File: config.mk
export PLATFORM = sky130hd
export DESIGN_NAME = dual_interval_timer_with_irq
export DESIGN_NICKNAME = d
export VERILOG_FILES = /design/src/hdl/dit_pkg.sv /design/src/hdl/dual_interval_timer_with_irq.sv /design/src/hdl/dit_timer.sv /design/src/hdl/dit_regs.sv
export SDC_FILE = /design/constraint.sdc
export NUM_CORES = 1
export LEC_CHECK = 0
export BUFFER_PORTS_ARGS = -buffer_cell sky130_fd_sc_hd__buf_2
export CELL_PAD_IN_SITES_DETAIL_PLACEMENT = 0
export CELL_PAD_IN_SITES_GLOBAL_PLACEMENT = 1
export CORE_ASPECT_RATIO = 0.7
export CORE_MARGIN = 3
export CORE_UTILIZATION = 50
export CTS_BUF_LIST = sky130_fd_sc_hd__clkbuf_16
export DETAILED_ROUTE_END_ITERATION = 8
export MAX_ROUTING_LAYER = met4
export PLACE_DENSITY_LB_ADDON = 0.1
export SYNTH_ARGS = -nofsm -noshare
export SYNTH_HDL_FRONTEND = slang
export SYNTH_HIERARCHICAL = 1
export SYNTH_SLANG_ARGS = --single-unit
File: constraint.sdc
create_clock -name clk -period 5 [get_ports clk]
set_clock_uncertainty 0.2 [all_clocks]
set_input_delay 0.25 -clock clk [delete_from_list [all_inputs] [get_ports clk]]
set_output_delay 0.25 -clock clk [all_outputs]
set_load 0.01 [all_outputs]
File: src/hdl/dit_pkg.sv
package dit_pkg;

  // request kinds carried in s_tuser
  localparam logic [1:0] REQ_TICK  = 2'd0;
  localparam logic [1:0] REQ_READ  = 2'd1;
  localparam logic [1:0] REQ_WRITE = 2'd2;

  // register numbers
  localparam logic [3:0] REG_PORT_A = 4'd0;
  localparam logic [3:0] REG_PORT_B = 4'd1;
  localparam logic [3:0] REG_DDR_A  = 4'd2;
  localparam logic [3:0] REG_DDR_B  = 4'd3;
  localparam logic [3:0] REG_TA_LO  = 4'd4;
  localparam logic [3:0] REG_TA_HI  = 4'd5;
  localparam logic [3:0] REG_TB_LO  = 4'd6;
  localparam logic [3:0] REG_TB_HI  = 4'd7;
  localparam logic [3:0] REG_ICR    = 4'd13;
  localparam logic [3:0] REG_CRA    = 4'd14;
  localparam logic [3:0] REG_CRB    = 4'd15;

  // configuration register indexes
  localparam logic CFG_MASKABLE   = 1'b0;
  localparam logic CFG_PORT_ZERO  = 1'b1;

  localparam int unsigned RegCount = 16;
  localparam logic [15:0] LATCH_RESET = 16'hFFFF;

  // control register bits
  localparam int unsigned CR_START   = 0;
  localparam int unsigned CR_ONESHOT = 3;
  localparam int unsigned ICR_ANY    = 7;

  typedef struct packed {
    logic [15:0] count;
    logic [7:0]  ctrl;
    logic        fired;
  } timer_res_t;

  typedef struct packed {
    logic       pending;
    logic       nmi;
    logic       irq;
    logic [7:0] read_data;
  } result_t;

endpackage

File: src/hdl/dual_interval_timer_with_irq.sv
// channel   | direction | contents
// ----------+-----------+-------------------------------------------------
// s_*       | in        | tuser: req_type; tdata: reg_addr, write_data,
//           |           |   tick_count
// m_*       | out       | tdata: read_data, irq_pulse, nmi_pulse,
//           |           |   interrupt_pending
// cfg_*     | in        | index 0 maskable, index 1 port_reads_zero
//
// one item per cycle sustained while the output is not stalled; after its transfer a result
// passes the input register, then the result register
// the limit per cycle is the timer path: a 17-bit subtract feeding a 16-bit reload add
// rst is synchronous: timers stopped, latches all ones, mask and flags clear
// a stalled output holds its result while one more item waits in the input register
module dual_interval_timer_with_irq (
  input  logic        clk,
  input  logic        rst,
  input  logic        s_tvalid,
  output logic        s_tready,
  input  logic [31:0] s_tdata,   // reg_addr[3:0], write_data[11:4], tick_count[27:12]
  input  logic [1:0]  s_tuser,   // req_type[1:0]
  output logic        m_tvalid,
  input  logic        m_tready,
  output logic [15:0] m_tdata,   // read_data[7:0], irq_pulse[8], nmi_pulse[9],
                                 // interrupt_pending[10]
  input  logic        cfg_valid,
  output logic        cfg_ready,
  input  logic        cfg_index,
  input  logic        cfg_data
);

  logic        in_valid;
  logic [1:0]  in_req;
  logic [3:0]  in_addr;
  logic [7:0]  in_wdata;
  logic [15:0] in_cycles;
  logic        advance;
  logic        maskable;
  logic        port_reads_zero;

  dit_pkg::result_t step_res;
  dit_pkg::result_t out_res;

  assign advance   = in_valid && (!m_tvalid || m_tready);
  assign s_tready  = !in_valid || advance;
  assign cfg_ready = 1'b1;

  always_ff @(posedge clk) begin
    if (rst) begin
      maskable        <= 1'b1;
      port_reads_zero <= 1'b0;
    end else if (cfg_valid) begin
      unique case (cfg_index)
        dit_pkg::CFG_MASKABLE:  maskable        <= cfg_data;
        dit_pkg::CFG_PORT_ZERO: port_reads_zero <= cfg_data;
        default: ;
      endcase
    end
  end

  always_ff @(posedge clk) begin
    if (rst) begin
      in_valid <= 1'b0;
    end else if (s_tready) begin
      in_valid <= s_tvalid;
    end
  end

  always_ff @(posedge clk) begin
    if (s_tvalid && s_tready) begin
      in_req    <= s_tuser;
      in_addr   <= s_tdata[3:0];
      in_wdata  <= s_tdata[11:4];
      in_cycles <= s_tdata[27:12];
    end
  end

  dit_regs u_regs (
    .clk             (clk),
    .rst             (rst),
    .step            (advance),
    .req_type        (in_req),
    .reg_addr        (in_addr),
    .write_data      (in_wdata),
    .tick_count      (in_cycles),
    .maskable        (maskable),
    .port_reads_zero (port_reads_zero),
    .res             (step_res)
  );

  always_ff @(posedge clk) begin
    if (rst) begin
      m_tvalid <= 1'b0;
    end else if (advance) begin
      m_tvalid <= 1'b1;
    end else if (m_tready) begin
      m_tvalid <= 1'b0;
    end
  end

  always_ff @(posedge clk) begin
    if (advance) begin
      out_res <= step_res;
    end
  end

  assign m_tdata = {5'd0, out_res};

`ifndef ASSERT_OFF
  a_one_line: assert property (@(posedge clk) disable iff (rst)
    m_tvalid |-> !(out_res.irq && out_res.nmi))
    else $error("irq and nmi raised together");

  a_pulse_pending: assert property (@(posedge clk) disable iff (rst)
    (m_tvalid && (out_res.irq || out_res.nmi)) |-> out_res.pending)
    else $error("interrupt pulse without pending state");
`endif

endmodule

File: src/hdl/dit_timer.sv
module dit_timer (
  input  logic [7:0]          ctrl,
  input  logic [15:0]         count,
  input  logic [15:0]         latch,
  input  logic [15:0]         cycles,
  input  logic                mask_bit,
  output dit_pkg::timer_res_t res
);

  logic [16:0] diff;
  logic        hit;

  // borrow out or exact zero means the counter reached zero
  assign diff = {1'b0, count} - {1'b0, cycles};
  assign hit  = diff[16] | (diff[15:0] == 16'd0);

  always_comb begin
    res.count = count;
    res.ctrl  = ctrl;
    res.fired = 1'b0;
    if (ctrl[dit_pkg::CR_START]) begin
      if (!hit) begin
        res.count = diff[15:0];
      end else begin
        res.fired = mask_bit;
        if (ctrl[dit_pkg::CR_ONESHOT]) begin
          res.count = 16'd0;
          res.ctrl[dit_pkg::CR_START] = 1'b0;
        end else begin
          // reload once, wrapping to 16 bits
          res.count = diff[15:0] + latch;
        end
      end
    end
  end

endmodule

File: src/hdl/dit_regs.sv
module dit_regs (
  input  logic                clk,
  input  logic                rst,
  input  logic                step,
  input  logic [1:0]          req_type,
  input  logic [3:0]          reg_addr,
  input  logic [7:0]          write_data,
  input  logic [15:0]         tick_count,
  input  logic                maskable,
  input  logic                port_reads_zero,
  output dit_pkg::result_t    res
);

  logic [7:0]  regs [dit_pkg::RegCount];
  logic [15:0] latch_a;
  logic [15:0] latch_b;
  logic [6:0]  irq_mask;
  logic        pending;
  logic        pending_next;

  dit_pkg::timer_res_t ta;
  dit_pkg::timer_res_t tb;
  logic                fired;
  logic [7:0]          port_val;

  dit_timer u_timer_a (
    .ctrl     (regs[dit_pkg::REG_CRA]),
    .count    ({regs[dit_pkg::REG_TA_HI], regs[dit_pkg::REG_TA_LO]}),
    .latch    (latch_a),
    .cycles   (tick_count),
    .mask_bit (irq_mask[0]),
    .res      (ta)
  );

  dit_timer u_timer_b (
    .ctrl     (regs[dit_pkg::REG_CRB]),
    .count    ({regs[dit_pkg::REG_TB_HI], regs[dit_pkg::REG_TB_LO]}),
    .latch    (latch_b),
    .cycles   (tick_count),
    .mask_bit (irq_mask[1]),
    .res      (tb)
  );

  assign fired = (req_type == dit_pkg::REQ_TICK) && (ta.fired || tb.fired);

  // input pins read back as ones where the direction bit is clear
  assign port_val = reg_addr[0] ? (regs[dit_pkg::REG_PORT_B] | ~regs[dit_pkg::REG_DDR_B])
                                : (regs[dit_pkg::REG_PORT_A] | ~regs[dit_pkg::REG_DDR_A]);

  always_comb begin
    pending_next = pending;
    if (fired) begin
      pending_next = 1'b1;
    end else if (req_type == dit_pkg::REQ_READ && reg_addr == dit_pkg::REG_ICR) begin
      pending_next = 1'b0;
    end
  end

  always_comb begin
    res.read_data = 8'd0;
    if (req_type == dit_pkg::REQ_READ) begin
      if (reg_addr == dit_pkg::REG_PORT_A || reg_addr == dit_pkg::REG_PORT_B) begin
        res.read_data = port_reads_zero ? 8'd0 : port_val;
      end else begin
        res.read_data = regs[reg_addr];
      end
    end
    res.irq     = fired && maskable;
    res.nmi     = fired && !maskable;
    res.pending = pending_next;
  end

  always_ff @(posedge clk) begin
    if (rst) begin
      for (int i = 0; i < dit_pkg::RegCount; i++) begin
        regs[4'(i)] <= 8'd0;
      end
      latch_a  <= dit_pkg::LATCH_RESET;
      latch_b  <= dit_pkg::LATCH_RESET;
      irq_mask <= 7'd0;
      pending  <= 1'b0;
    end else if (step) begin
      pending <= pending_next;
      case (req_type)
        dit_pkg::REQ_TICK: begin
          regs[dit_pkg::REG_TA_LO] <= ta.count[7:0];
          regs[dit_pkg::REG_TA_HI] <= ta.count[15:8];
          regs[dit_pkg::REG_CRA]   <= ta.ctrl;
          regs[dit_pkg::REG_TB_LO] <= tb.count[7:0];
          regs[dit_pkg::REG_TB_HI] <= tb.count[15:8];
          regs[dit_pkg::REG_CRB]   <= tb.ctrl;
          if (fired) begin
            regs[dit_pkg::REG_ICR] <= regs[dit_pkg::REG_ICR] |
                                      {1'b1, 5'd0, tb.fired, ta.fired};
          end
        end
        dit_pkg::REQ_READ: begin
          if (reg_addr == dit_pkg::REG_ICR) begin
            regs[dit_pkg::REG_ICR] <= 8'd0;
          end
        end
        dit_pkg::REQ_WRITE: begin
          unique case (reg_addr)
            dit_pkg::REG_TA_LO: latch_a[7:0]  <= write_data;
            dit_pkg::REG_TA_HI: latch_a[15:8] <= write_data;
            dit_pkg::REG_TB_LO: latch_b[7:0]  <= write_data;
            dit_pkg::REG_TB_HI: latch_b[15:8] <= write_data;
            dit_pkg::REG_ICR: begin
              // bit 7 picks set or clear for the mask bits given
              if (write_data[7]) begin
                irq_mask <= irq_mask | write_data[6:0];
              end else begin
                irq_mask <= irq_mask & ~write_data[6:0];
              end
            end
            dit_pkg::REG_CRA: begin
              if (write_data[dit_pkg::CR_START] && !regs[dit_pkg::REG_CRA][dit_pkg::CR_START]) begin
                regs[dit_pkg::REG_TA_LO] <= latch_a[7:0];
                regs[dit_pkg::REG_TA_HI] <= latch_a[15:8];
              end
              regs[dit_pkg::REG_CRA] <= write_data;
            end
            dit_pkg::REG_CRB: begin
              if (write_data[dit_pkg::CR_START] && !regs[dit_pkg::REG_CRB][dit_pkg::CR_START]) begin
                regs[dit_pkg::REG_TB_LO] <= latch_b[7:0];
                regs[dit_pkg::REG_TB_HI] <= latch_b[15:8];
              end
              regs[dit_pkg::REG_CRB] <= write_data;
            end
            default: regs[reg_addr] <= write_data;
          endcase
        end
        default: ;
      endcase
    end
  end

`ifndef ASSERT_OFF
  a_pending_flag: assert property (@(posedge clk) disable iff (rst)
    pending |-> regs[dit_pkg::REG_ICR][dit_pkg::ICR_ANY])
    else $error("pending interrupt without summary flag");

  a_icr_read_clears: assert property (@(posedge clk) disable iff (rst)
    (step && req_type == dit_pkg::REQ_READ && reg_addr == dit_pkg::REG_ICR)
    |=> (!pending && regs[dit_pkg::REG_ICR] == 8'd0))
    else $error("flag read did not clear flags and pending");
`endif

endmodule
# After elaboration in Yosys (flattened, before gate mapping)
# Memories as Yosys holds them, arrays and structs flattened. A register that Yosys moved wholly into a read port is not among the register bits.
# Cells that the tools add are included.
# W data, S select, Z words.
# totals
regBits	85
latchBits	0
mem_bits_rw	128
rom_bits	0
in_bits	41
output_inout_bits	19
elab_cells	170
memories	1
# op_classes
add_sub_neg	4
mul	0
div	0
order_cmp	0
n_eq_ne	10
n_shift	0
n_mux	81
bitwise_logic	25
n_reduce_logical	31
# memory_table
memory	depth	width	rd	rd_ports_with_merged_regs	write_ports	line_no	rtl
u_regs.regs	16	8	12	1	16	dit_regs.sv:14	logic [7:0] regs [dit_pkg::RegCount];
# ops
operator	n
$mux W8	18
$mux W16	6
$mux W1	50
$sub A16 B16 Y17	2
$add A16 B16 Y16	2
$logic_not A16 Y1	2
$or A8 B8 Y8	3
$eq A4 B3 Y1 const B	4
$not A8 Y8	2
$or A1 B1 Y1	16
$reduce_and A3 Y1	5
$eq A4 B4 Y1 const B	3
$logic_and A1 B1 Y1	8
$mux W2	4
$mux W4	2
$reduce_or A8 Y1	1
$and A7 B7 Y7	1
$mux W7	1
$not A7 Y7	1
$or A7 B7 Y7	1
$reduce_or A7 Y1	1
$logic_not A1 Y1	5
$eq A4 B1 Y1 const B	1
$logic_not A4 Y1	1
7 further kinds	11

# Longest topological paths before layout
# Gate-level depths: netlist of run 1.
# An unclocked memory read counts as a cell.
# logic_depth
word_depth	15
mapped_depth	19
mapped_depth_nobuf	19

# Hierarchy
# The synthesis of run 1 kept the hierarchy.
# modules_own_cells
module	instances	cells_each	area_per_inst_um2	seq_area_each_um2
dit_regs	1	580	7649.8	4544.4
dit_timer at u_regs.u_timer_a	1	349	2409.8	0.0
dit_timer at u_regs.u_timer_b	1	316	2082.0	0.0
dual_interval_timer_with_irq	1	68	1473.9	1311.3

# Least setup slack after synthesis of run 1
# Ideal clock, no wire load.
# synth_timing
path_kind	register to register
from	memory u_regs.regs[6][0]
to	memory u_regs.regs[7][7] (data pin)
setup_ps	133
arrival_time_ps	3940
required_time_ps	4667
slack_ps	727
path_stages_with_launch	20
path_buffers	0
synth_period_minus_slack_ps	4273
cell_sequence	edfxtp_1 inv_1 ha_1 inv_1 fa_1 a211oi_2 o21bai_1 a21oi_1 xnor2_1 ha_1 a2111oi_0 o21ai_1 a41oi_1 o21ai_1 nand4_1 nand2_1 xnor2_1 or4_1 a41oi_2 a22o_1
# synth_lines
element	line_no
from (decl)	dit_regs.sv:14

==> flow_summary.toml, run 1 <==
[drt]
wl_per_cell_um = 22.9
drt_wl_total_um = 39900
postRouteAntennaNets = 0
first_pass_iters = 5
drt_iter0_drc = 1092
drcViolationCount = 0
viasPerCell = 6.14
routed-via-count = 10700

[floorplanning]
dieArea_um2 = 29300
die_w_um = 203
fp.coreArea_um2 = 26200
die_h_um = 144
rows = 49
io_pins = 60
start_util = 0.519

[synthesis]
synth_ff_type = "edfxtp_1"
yosysUniqueCellTypes = 93
ys_seq_elements = 208
yosys_warnings = 6
synth-edff-count = 169
avgSynthCellArea_um2 = 10.4
synthCells = 1313
syn_area_um2 = 13600
ys_seq_area_frac = 0.430
synthArstFlopShare = 0

[grt]
grt-ovfl-total = 0
grt_pass1_vias = 9975
grt_max_degree = 49
antenna_found_initial = 1
grt_usage = 0.278
grt_pass1_wl_um = 60500

[cts]
cts_sinks = 208
clkLatencyLatePin_ns = 0.52
cts_root_buffer = "clkbuf_16"
clkSlewWorstSetupHoldPaths_ns = 0.06
cts_tree = "done"
ctsHtreeMaxLevel = 1
clock_path_buffers = 3
cts_buffers = 22

[setup_path]
arrival_ns = 4.81
critical_path_class = "register to register"
crit_fanout = 7
cp.required_ns = 5.02
cp-end-kind = "register"
cp-start-kind = "register"

[final_layout]
syn2layout_area_growth_pct = 11.3
drive_gt1_frac = 0.135
final_cell_mix = "edfxtp_1 (169), nor2_1 (83), inv_1 (82)"
stdcell_count = 1740
nets = 1475
layout_commonest_cell = "edfxtp_1"

[placed_design]
port_buffers = 49
dp_cells = 1660
place.gp.congestion = 0.911
pre_cts_ws_ns = 0.140
hpwl_um = 28700

[timing]
max_slew_margin = 0.226
fin_crit_sh = 0.958
setup_slack_ns = 0.212
fmax_mhz = 209
setup_tns_ns = 0
final_hold_viol_count = 0
slew_viol_final = 0
tightest_slew_ns = 1.15
worst_hold_slack_ns = 0.234
setup_violations = 0
period_needed_ns = 4.79
rsz0062_at_grt = "true"

[pwr]
leakage_nw = 5.88
p_per_area_nw_per_um2 = 318
p_total_mw = 4.82
max-vdd-ir-drop_mv = 0.313

[flow_run]
max-cap-violations = 0

[min_path]
min_path_type = "primary input to register"

[outcome]
outcome = "complete, no violations"
-- registers in the layout, indices dropped and copies added (netlist names), 2 cells and up, named ones only --
signal,flops
in_wdata,8
in_addr,4
in_cycles,16
in_req,2
u_regs/latch_a,16
u_regs/latch_b,16
u_regs/regs,128
m_tdata,11
-- critical path: stages, from the launching register on --
cell,delay (ns)
edfxtp_1,0.45
inv_1,0.10
ha_1,0.18
inv_1,0.06
fa_1,0.41
a211oi_2,0.27
nor2_1,0.10
xor2_1,0.19
or4_1,0.48
nor4_1,0.49
nand4b_1,0.18
o41a_1,0.49
nor2_1,0.29
nor2_1,0.14
nor3_1,0.21
nand2_1,0.08
nand2_1,0.18
-- report_power, final --
group | total (mW) | internal, mW | switching [mW]
Sequential | 2.03 | 1.94 | 0.0872
Combinational | 1.11 | 0.455 | 0.659
Clock | 1.68 | 0.986 | 0.694
-- layer usage --
layer	track usage	vias up	routed length (µm)
met4	0.0499	0	670
met1	0.435	5221	19300
met5	-	-	0
li1	-	4996	-
met2	0.385	430	16200
met3	0.0403	42	3740
-- kinds of logic after synthesis --
family / count (synthesis) / synth area share
flops: 208 / 0.430
fa+ha+maj: 68 / 0.0647
compound gates: 345 / 0.189
simple gates: 433 / 0.176
other cells: 3 / 0.000827
xor+xnor: 39 / 0.0251
mux: 48 / 0.0564
buf+inv: 169 / 0.0581
-- path summary, 6_finish.rpt --
path | slack (ns) | to | cells past startpoint | from
worst max-delay path | 0.21 | u_regs/regs[13][0]$_DFFE_PP_ | 16 | u_regs/regs[6][0]$_DFFE_PP_
worst min-delay path | 0.23 | u_regs/regs[9][6]$_SDFFCE_PN0P_ | 2 | rst
worst max register to register | 0.21 | u_regs/regs[13][0]$_DFFE_PP_ | 16 | u_regs/regs[6][0]$_DFFE_PP_
worst min register to register | 0.27 | u_regs/pending$_SDFFE_PP0P_ | 1 | u_regs/pending$_SDFFE_PP0P_
-- synth_stat cells (all sizes together) (4+ instances only) --
library cell,instances,share of area
mux2,10,0.0083
or3,18,0.0083
a21o,17,0.0094
nor3,37,0.016
a22o,48,0.031
ha,64,0.059
a32oi,5,0.0032
o211ai,6,0.0033
nor2,83,0.023
nand2b,21,0.0096
o221ai,10,0.0064
o22ai,6,0.0028
buf,46,0.024
a221oi,4,0.0039
o21a,11,0.0061
and4,4,0.0026
mux2i,16,0.012
nand3b,8,0.0053
edfxtp,169,0.37
xor2,22,0.014
nand3,33,0.012
o21bai,7,0.0039
dfxtp,39,0.057
a21oi,80,0.030
o21ai,44,0.016
mux4,22,0.036
o31ai,8,0.0062
a211oi,15,0.0090
and2,63,0.029
nand2,68,0.019
or4,5,0.0030
or2,15,0.0069
xnor2,17,0.011
a211o,36,0.023
a31oi,11,0.0051
nor2b,46,0.021
nand4,6,0.0028
clkbuf,45,0.012
o311ai,4,0.0037
fa,4,0.0059
nor4,11,0.0073
a2111oi,4,0.0040
inv,76,0.021
and3,9,0.0049
-- layout make-up --
cell class / instances / area, µm²
Multi-Input combinational cell: 944 / 7020
Sequential cell: 208 / 5860
Clock buffer: 23 / 576
Antenna cell: 1 / 2.50
Inverter: 78 / 293
Fill cell: 2274 / 11100
Clock inverter: 17 / 154
Timing Repair Buffer: 112 / 813
Tap cell: 357 / 447
-- metrics by stage --
stage / area (µm²) / util
2_1_floorplan: 13600 / -
3_3_place_gp: 14000 / 0.535
3_5_place_dp: 14000 / 0.535
4_1_cts: 15100 / 0.577
5_1_grt: 15200 / 0.578
6_report: 15200 / 0.578
-- what timing repair did --
action                                  4_1_cts  5_1_grt
endpoints found under the setup margin        0        7
hold endpoints to repair                     34        0
buffers inserted                              0        1
hold buffers                                 38        0
gates resized for setup                       0        3
(Power assumes the default switching activity.)
==> inputs of run 2 (changes only) <==
ABC_AREA = 1   (was not set)
CORE_UTILIZATION = 47   (was 50)
clock period = 4.85 ns   (was 5 ns; I/O delays follow)
==> run 2 against run 1 <==
Compared with the run above: global-route usage increased by 0.30 points; combinational power is 5% higher; via count is 23% higher; final area up 5.2%; hold slack worse by 0.018 ns; register-to-register slack better by 0.63 ns; setup slack gained 0.63 ns; clock power up 12%; sequential share of layout area is 1.9 points lower; flip-flop and latch count stayed put; highest routed layer unchanged.
==> flow_summary.toml, run 2 <==
[outcome]
outcome = "complete, no violations"

[drt]
drt_iter0_drc = 1392
viasPerCell = 5.45
drt_wl_total_um = 45400
postRouteAntennaNets = 0
first_pass_iters = 6
wl_per_cell_um = 18.8
drcViolationCount = 0
routed-via-count = 13100

[setup_path]
path_buf_inv = 3
arrival_ns = 4.08
cp-end-kind = "register"
crit_path_max_incr_delay_ns = 0.49
worst-path-stages = 25
crit_family = "simple AND/OR/NAND/NOR gates"
worstReg2RegStart = "u_regs/regs[4][0]$_DFFE_PP_"
crit_fanout = 5
critical_path_class = "register to register"
regToRegEndpoint = "u_regs/regs[5][5]$_DFFE_PP_"
startpoint = "u_regs/regs[4][0]$_DFFE_PP_"
slowest_stage = "fa_1"
ff2ff_path_depth = 25
cp.required_ns = 4.92
cp-start-kind = "register"
r2r_slack_ns = 0.84
crit_path_frequent_cell = "nand2_1"

[grt]
antenna_found_initial = 0
grt_pass1_wl_um = 70300
grt-ovfl-total = 0
grt_max_degree = 45
grt_usage = 0.281
grt_pass1_vias = 12300

[pwr]
p_per_area_nw_per_um2 = 321
max-vdd-ir-drop_mv = 0.316
p_total_mw = 5.12
leakage_nw = 7.74

[timing]
setup_violations = 0
final_hold_viol_count = 0
tightest_slew_ns = 1.01
slew_viol_final = 0
setup_slack_ns = 0.845
setup_tns_ns = 0
fin_crit_sh = 0.826
rsz0062_at_grt = "false"
worst_hold_slack_ns = 0.216
fmax_mhz = 250
max_slew_margin = 0.323
period_needed_ns = 4.01

[synthesis]
synth_top_cells_by_count = "nand2_1 (709), inv_1 (213), edfxtp_1 (169)"
ys_seq_elements = 208
synthArstFlopShare = 0
yosysMostFrequentCell = "nand2_1"
synth_ff_type = "edfxtp_1"
synth-edff-count = 169
yosys_warnings = 6
ys_seq_area_frac = 0.409
synth.largest_area_cell = "edfxtp_1"
synth.area.top_cells = "edfxtp_1 (35%), nand2_1 (19%), ha_1 (5.6%)"
yosysUniqueCellTypes = 52
synthCells = 1934
synth_top_area_share = 0.355
avgSynthCellArea_um2 = 7.40
syn_area_um2 = 14300

[min_path]
min_path_type = "primary input to register"
hold_end = "in_cycles[2]$_DFFE_PP_"
hold_depth = 2
hp-start = "s_tdata[14]"

[final_layout]
nets = 2100
syn2layout_area_growth_pct = 11.4
n_antenna_cell = 0
largest_register_ffs = 128
layout_commonest_cell = "nand2_1"
drive_gt1_frac = 0.0927
final_cell_mix = "nand2_1 (709), inv_1 (216), edfxtp_1 (169)"
regMostFlops = "u_regs/regs"
final_util = 0.542

[cts]
clkSlewWorstSetupHoldPaths_ns = 0.07
clock_path_buffers = 3
ctsHtreeMaxLevel = 1
clkLatencyLatePin_ns = 0.54
cts_sinks = 208
post_cts_resized = 0
cts_root_buffer = "clkbuf_16"
cts_tree = "done"
cts_buffers = 23

[placed_design]
hpwl_um = 33200
pre_cts_ws_ns = 0.927
place.gp.congestion = 0.891
port_buffers = 49

[floorplanning]
start_util = 0.487
die_w_um = 215
die_h_um = 152
rows = 52
fp.coreArea_um2 = 29400
dieArea_um2 = 32600
io_pins = 60

[flow_run]
max-cap-violations = 0
==> run 2: cell types whose count changed in the layout (fill, tap and decap cells not counted), sizes merged, moves of 20 or more <==
cell and delta:
nand2 +662, inv +152, nand3 +127, nor2 +74
and2 -56, nor2b -46, a22o -40, a211o -36
nor3 -28, o211ai +26, a22oi +23, mux4 -22
nand2b -21, a21oi +20
==> run 2: how the worst max path moves through the flow <==
| stage | slack (ns) | to |
|---|---|---|
| after floorplan | 1.52 | u_regs/regs[7][5]$_DFFE_PP_ |
| after global placement | 0.96 | u_regs/regs[5][5]$_DFFE_PP_ |
| after detailed placement | 0.93 | u_regs/regs[5][5]$_DFFE_PP_ |
| after CTS | 0.90 | u_regs/regs[5][5]$_DFFE_PP_ |
| after global routing | 0.50 | u_regs/regs[5][6]$_DFFE_PP_ |
| final | 0.84 | u_regs/regs[5][5]$_DFFE_PP_ |
==> run 2: report_power, final <==
group          switching, mW  internal [mW]  leakage (nW)  total (mW)
clock                  0.760           1.13         0.400        1.89
sequential            0.0647           2.00          2.04        2.06
combinational          0.786          0.382          5.29        1.17
==> run 2: layout make-up <==
class | count | area [µm²]
fillers | 2885 | 13500
repair buffers | 101 | 736
clock inverters | 17 | 218
inverters | 233 | 875
well taps | 405 | 507
flip-flops and latches | 208 | 5860
multi-input cells | 1424 | 7180
clock buffers | 23 | 576
==> run 2: kinds of logic after synthesis <==
| logic type | share of synthesized area |
|---|---|
| AO/OA/AOI/OAI | 0.107 |
| XOR/XNOR | 0.00184 |
| adder cells (fa/ha/maj) | 0.0616 |
| buffers and inverters | 0.0913 |
| flip-flops | 0.409 |
| other | 0.000787 |
| AND/OR/NAND/NOR | 0.328 |
==> run 2: what timing repair did <==
item | 4_1_cts | 5_1_grt
hold buffers | 40 | 0
setup buffers | 0 | 0
endpoints found under the hold margin | 34 | 0
==> run 2: per-layer routing <==
metal  up-vias  GRT usage  share of wire  wire (µm)
met5         -          -              0          0
met4         0     0.0513          0.017        749
met3        58     0.0523          0.088       4020
met2       462      0.397           0.41      18600
met1      6160      0.424           0.48      22000
li1       6454          -              -          -
==> run 2: per-stage QoR <==
stage / instances / cell area, µm²
after floorplan: 1942 / 14300
after global placement: 2331 / 14800
after detailed placement: 2331 / 14800
after CTS: 2411 / 15900
after global routing: 2411 / 15900
final: 2411 / 15900
==> inputs of run 3 (changes only) <==
ABC_AREA = 0   (was 1)
CORE_UTILIZATION = 50   (was 47)
clock period = 3.8 ns   (was 4.85 ns; I/O delays follow)
==> run 3 against run 2 <==
Compared with the run above: the flow now finishes with violations (negative setup slack); critical path depth down 7; total power up 39%; flip-flop and latch count unchanged; hold slack worse by 0.036 ns; die area down 10%; first-iteration DRC count down 9.1%; final area up 9.6%; register-to-register slack worse by 1.3 ns; largest power group unchanged.
==> flow_summary.toml, run 3 (synthesis results as in run 1) <==
[outcome]
outcome = "finished, violations left"
failed_checks = "negative setup slack"

[setup_path]
ff2ff_path_depth = 18
worstReg2RegStart = "u_regs/regs[4][0]$_DFFE_PP_"
cp-end-kind = "register"
arrival_ns = 4.45
cp.required_ns = 3.99
r2r_slack_ns = -0.47
regToRegEndpoint = "u_regs/regs[5][7]$_DFFE_PP_"
critical_path_class = "register to register"
cp-start-kind = "register"
crit_fanout = 4

[cts]
ctsHtreeMaxLevel = 1
cts_root_buffer = "clkbuf_16"
cts_tree = "done"
clkLatencyLatePin_ns = 0.52
cts_buffers = 22
clkSlewWorstSetupHoldPaths_ns = 0.06
cts_sinks = 208
clock_path_buffers = 3

[drt]
wl_per_cell_um = 22.8
postRouteAntennaNets = 0
drt_iter0_drc = 1266
viasPerCell = 6.08
drcViolationCount = 0
first_pass_iters = 7
routed-via-count = 11800
drt_wl_total_um = 44300

[final_layout]
n_antenna_cell = 0
final_cell_mix = "buf_4 (215), edfxtp_1 (169), inv_1 (79)"
syn2layout_area_growth_pct = 28.3
layout_commonest_cell = "buf_4"
seq_area_um2 = 5860
finalInstanceArea_um2 = 17500
largest_register_ffs = 128
drive_gt1_frac = 0.310
num-fill-cells = 2122
multiInputGateArea_um2 = 7730
regMostFlops = "u_regs/regs"
stdcell_count = 1943
nets = 1679

[placed_design]
place_area_um2 = 15500
port_buffers = 49
dp_cells = 1838
pre_cts_ws_ns = -0.455
hpwl_um = 32300
place.gp.congestion = 0.919

[timing]
fmax_mhz = 234
max_slew_margin = 0.414
setup_violations = 42
final_hold_viol_count = 0
tightest_slew_ns = 0.879
slew_viol_final = 0
setup_slack_ns = -0.465
rsz0062_at_grt = "true"
period_needed_ns = 4.27
fin_crit_sh = 1.12

[pwr]
p_per_area_nw_per_um2 = 408
leakage_nw = 7.05
seqPwrFrac = 0.372
switchingPower_mw = 2.18
max-vdd-ir-drop_mv = 0.404
p_sw_frac = 0.305
pwr-share-clk = 0.318
p_total_mw = 7.13
p_int_mw = 4.95
p_comb_frac = 0.310

[floorplanning]
io_pins = 60
die_h_um = 144
start_util = 0.519
rows = 49
fp.coreArea_um2 = 26200
die_w_um = 203
dieArea_um2 = 29300

[flow_run]
max-cap-violations = 0

[grt]
grt_pass1_vias = 10900
antenna_found_initial = 0
grt_usage = 0.304
grt_max_degree = 49
grt-ovfl-total = 0
grt_pass1_wl_um = 65600

[min_path]
min_path_type = "primary input to register"
hold_depth = 2
hold_end = "in_req[0]$_DFFE_PP_"
hp-start = "s_tuser[0]"
run 3: cell count changes in the layout (fill, tap and decap cells not counted), moves of 26 or more:
| cell | delta |
|---|---|
| a211o_1 | +36 |
| a21oi_1 | -27 |
| a22o_1 | +40 |
| and2_1 | +54 |
| buf_4 | +203 |
| inv_1 | -137 |
| nand2_1 | -644 |
| nand3_1 | -118 |
| nor2_1 | -65 |
| nor2b_1 | +45 |
| o211ai_1 | -26 |
| o21ai_0 | -29 |
run 3: how the worst max path moves through the flow:
stage	from	endpoint	slack [ns]	depth (start not counted)
after floorplan	u_regs/regs[6][0]$_DFFE_PP_	u_regs/regs[7][7]$_DFFE_PP_	-0.29	19
after global placement	u_regs/regs[6][0]$_DFFE_PP_	u_regs/regs[6][2]$_DFFE_PP_	-0.39	16
after detailed placement	u_regs/regs[4][0]$_DFFE_PP_	u_regs/regs[5][7]$_DFFE_PP_	-0.46	18
after CTS	u_regs/regs[6][0]$_DFFE_PP_	u_regs/regs[7][7]$_DFFE_PP_	-0.40	19
after global routing	in_cycles[6]$_DFFE_PP_	u_regs/regs[7][5]$_DFFE_PP_	-0.61	17
final	u_regs/regs[4][0]$_DFFE_PP_	u_regs/regs[5][7]$_DFFE_PP_	-0.47	18
run 3: final cells by class:
class,instances,share of cell area
well taps,357,0.0256
flip-flops and latches,208,0.335
clock inverters,17,0.0100
repair buffers,316,0.137
inverters,78,0.0168
multi-input cells,944,0.442
clock buffers,23,0.0329
run 3: stage by stage:
stage / hold WS, ns / utilization / TNS (ns)
3_5_place_dp: 0.168 / 0.590 / -11.36
5_1_grt: 0.179 / 0.666 / -17.77
2_1_floorplan: 0.0524 / - / -1.18
6_report: 0.180 / 0.666 / -10.89
4_1_cts: 0.161 / 0.652 / -9.88
3_3_place_gp: 0.167 / 0.590 / -10.12
run 3: power by group through the flow:
stage          clock (mW)  sequential [mW]  combinational [mW]
5_1_grt              2.38             2.66                2.37
6_report             2.27             2.65                2.21
4_1_cts              2.30             2.65                2.04
3_3_place_gp            0             2.69                1.80
2_1_floorplan           0             2.63                1.14
3_5_place_dp            0             2.69                1.82
run 3: repair_timing:
action	4_1_cts	5_1_grt
setup buffers	13	13
resized for setup	64	57
endpoints found under the setup margin	42	44
cloned	1	0
endpoints found under the hold margin	35	0
pin swaps	61	50
hold buffers	39	0
run 3: critical path, cell delays in order, from the launching register on:
cell and delay, ns:
edfxtp_1 0.40, inv_2 0.08, ha_2 0.16, inv_1 0.05
fa_2 0.37, a21o_4 0.24, a221oi_4 0.32, buf_6 0.17
xnor2_4 0.13, ha_4 0.25, a211oi_4 0.27, nand2_1 0.11
o2111ai_2 0.28, a21oi_2 0.10, mux2i_1 0.15, nor2_1 0.08
or4_1 0.48, o21ai_1 0.13, a22o_1 0.14
run 3: layer usage:
layer / global-route usage / share of wire / vias up
li1: - / - / 5402
met4: 0.0630 / 0.021 / 0
met5: - / 0 / -
met2: 0.416 / 0.41 / 601
met3: 0.0711 / 0.11 / 65
met1: 0.458 / 0.46 / 5741
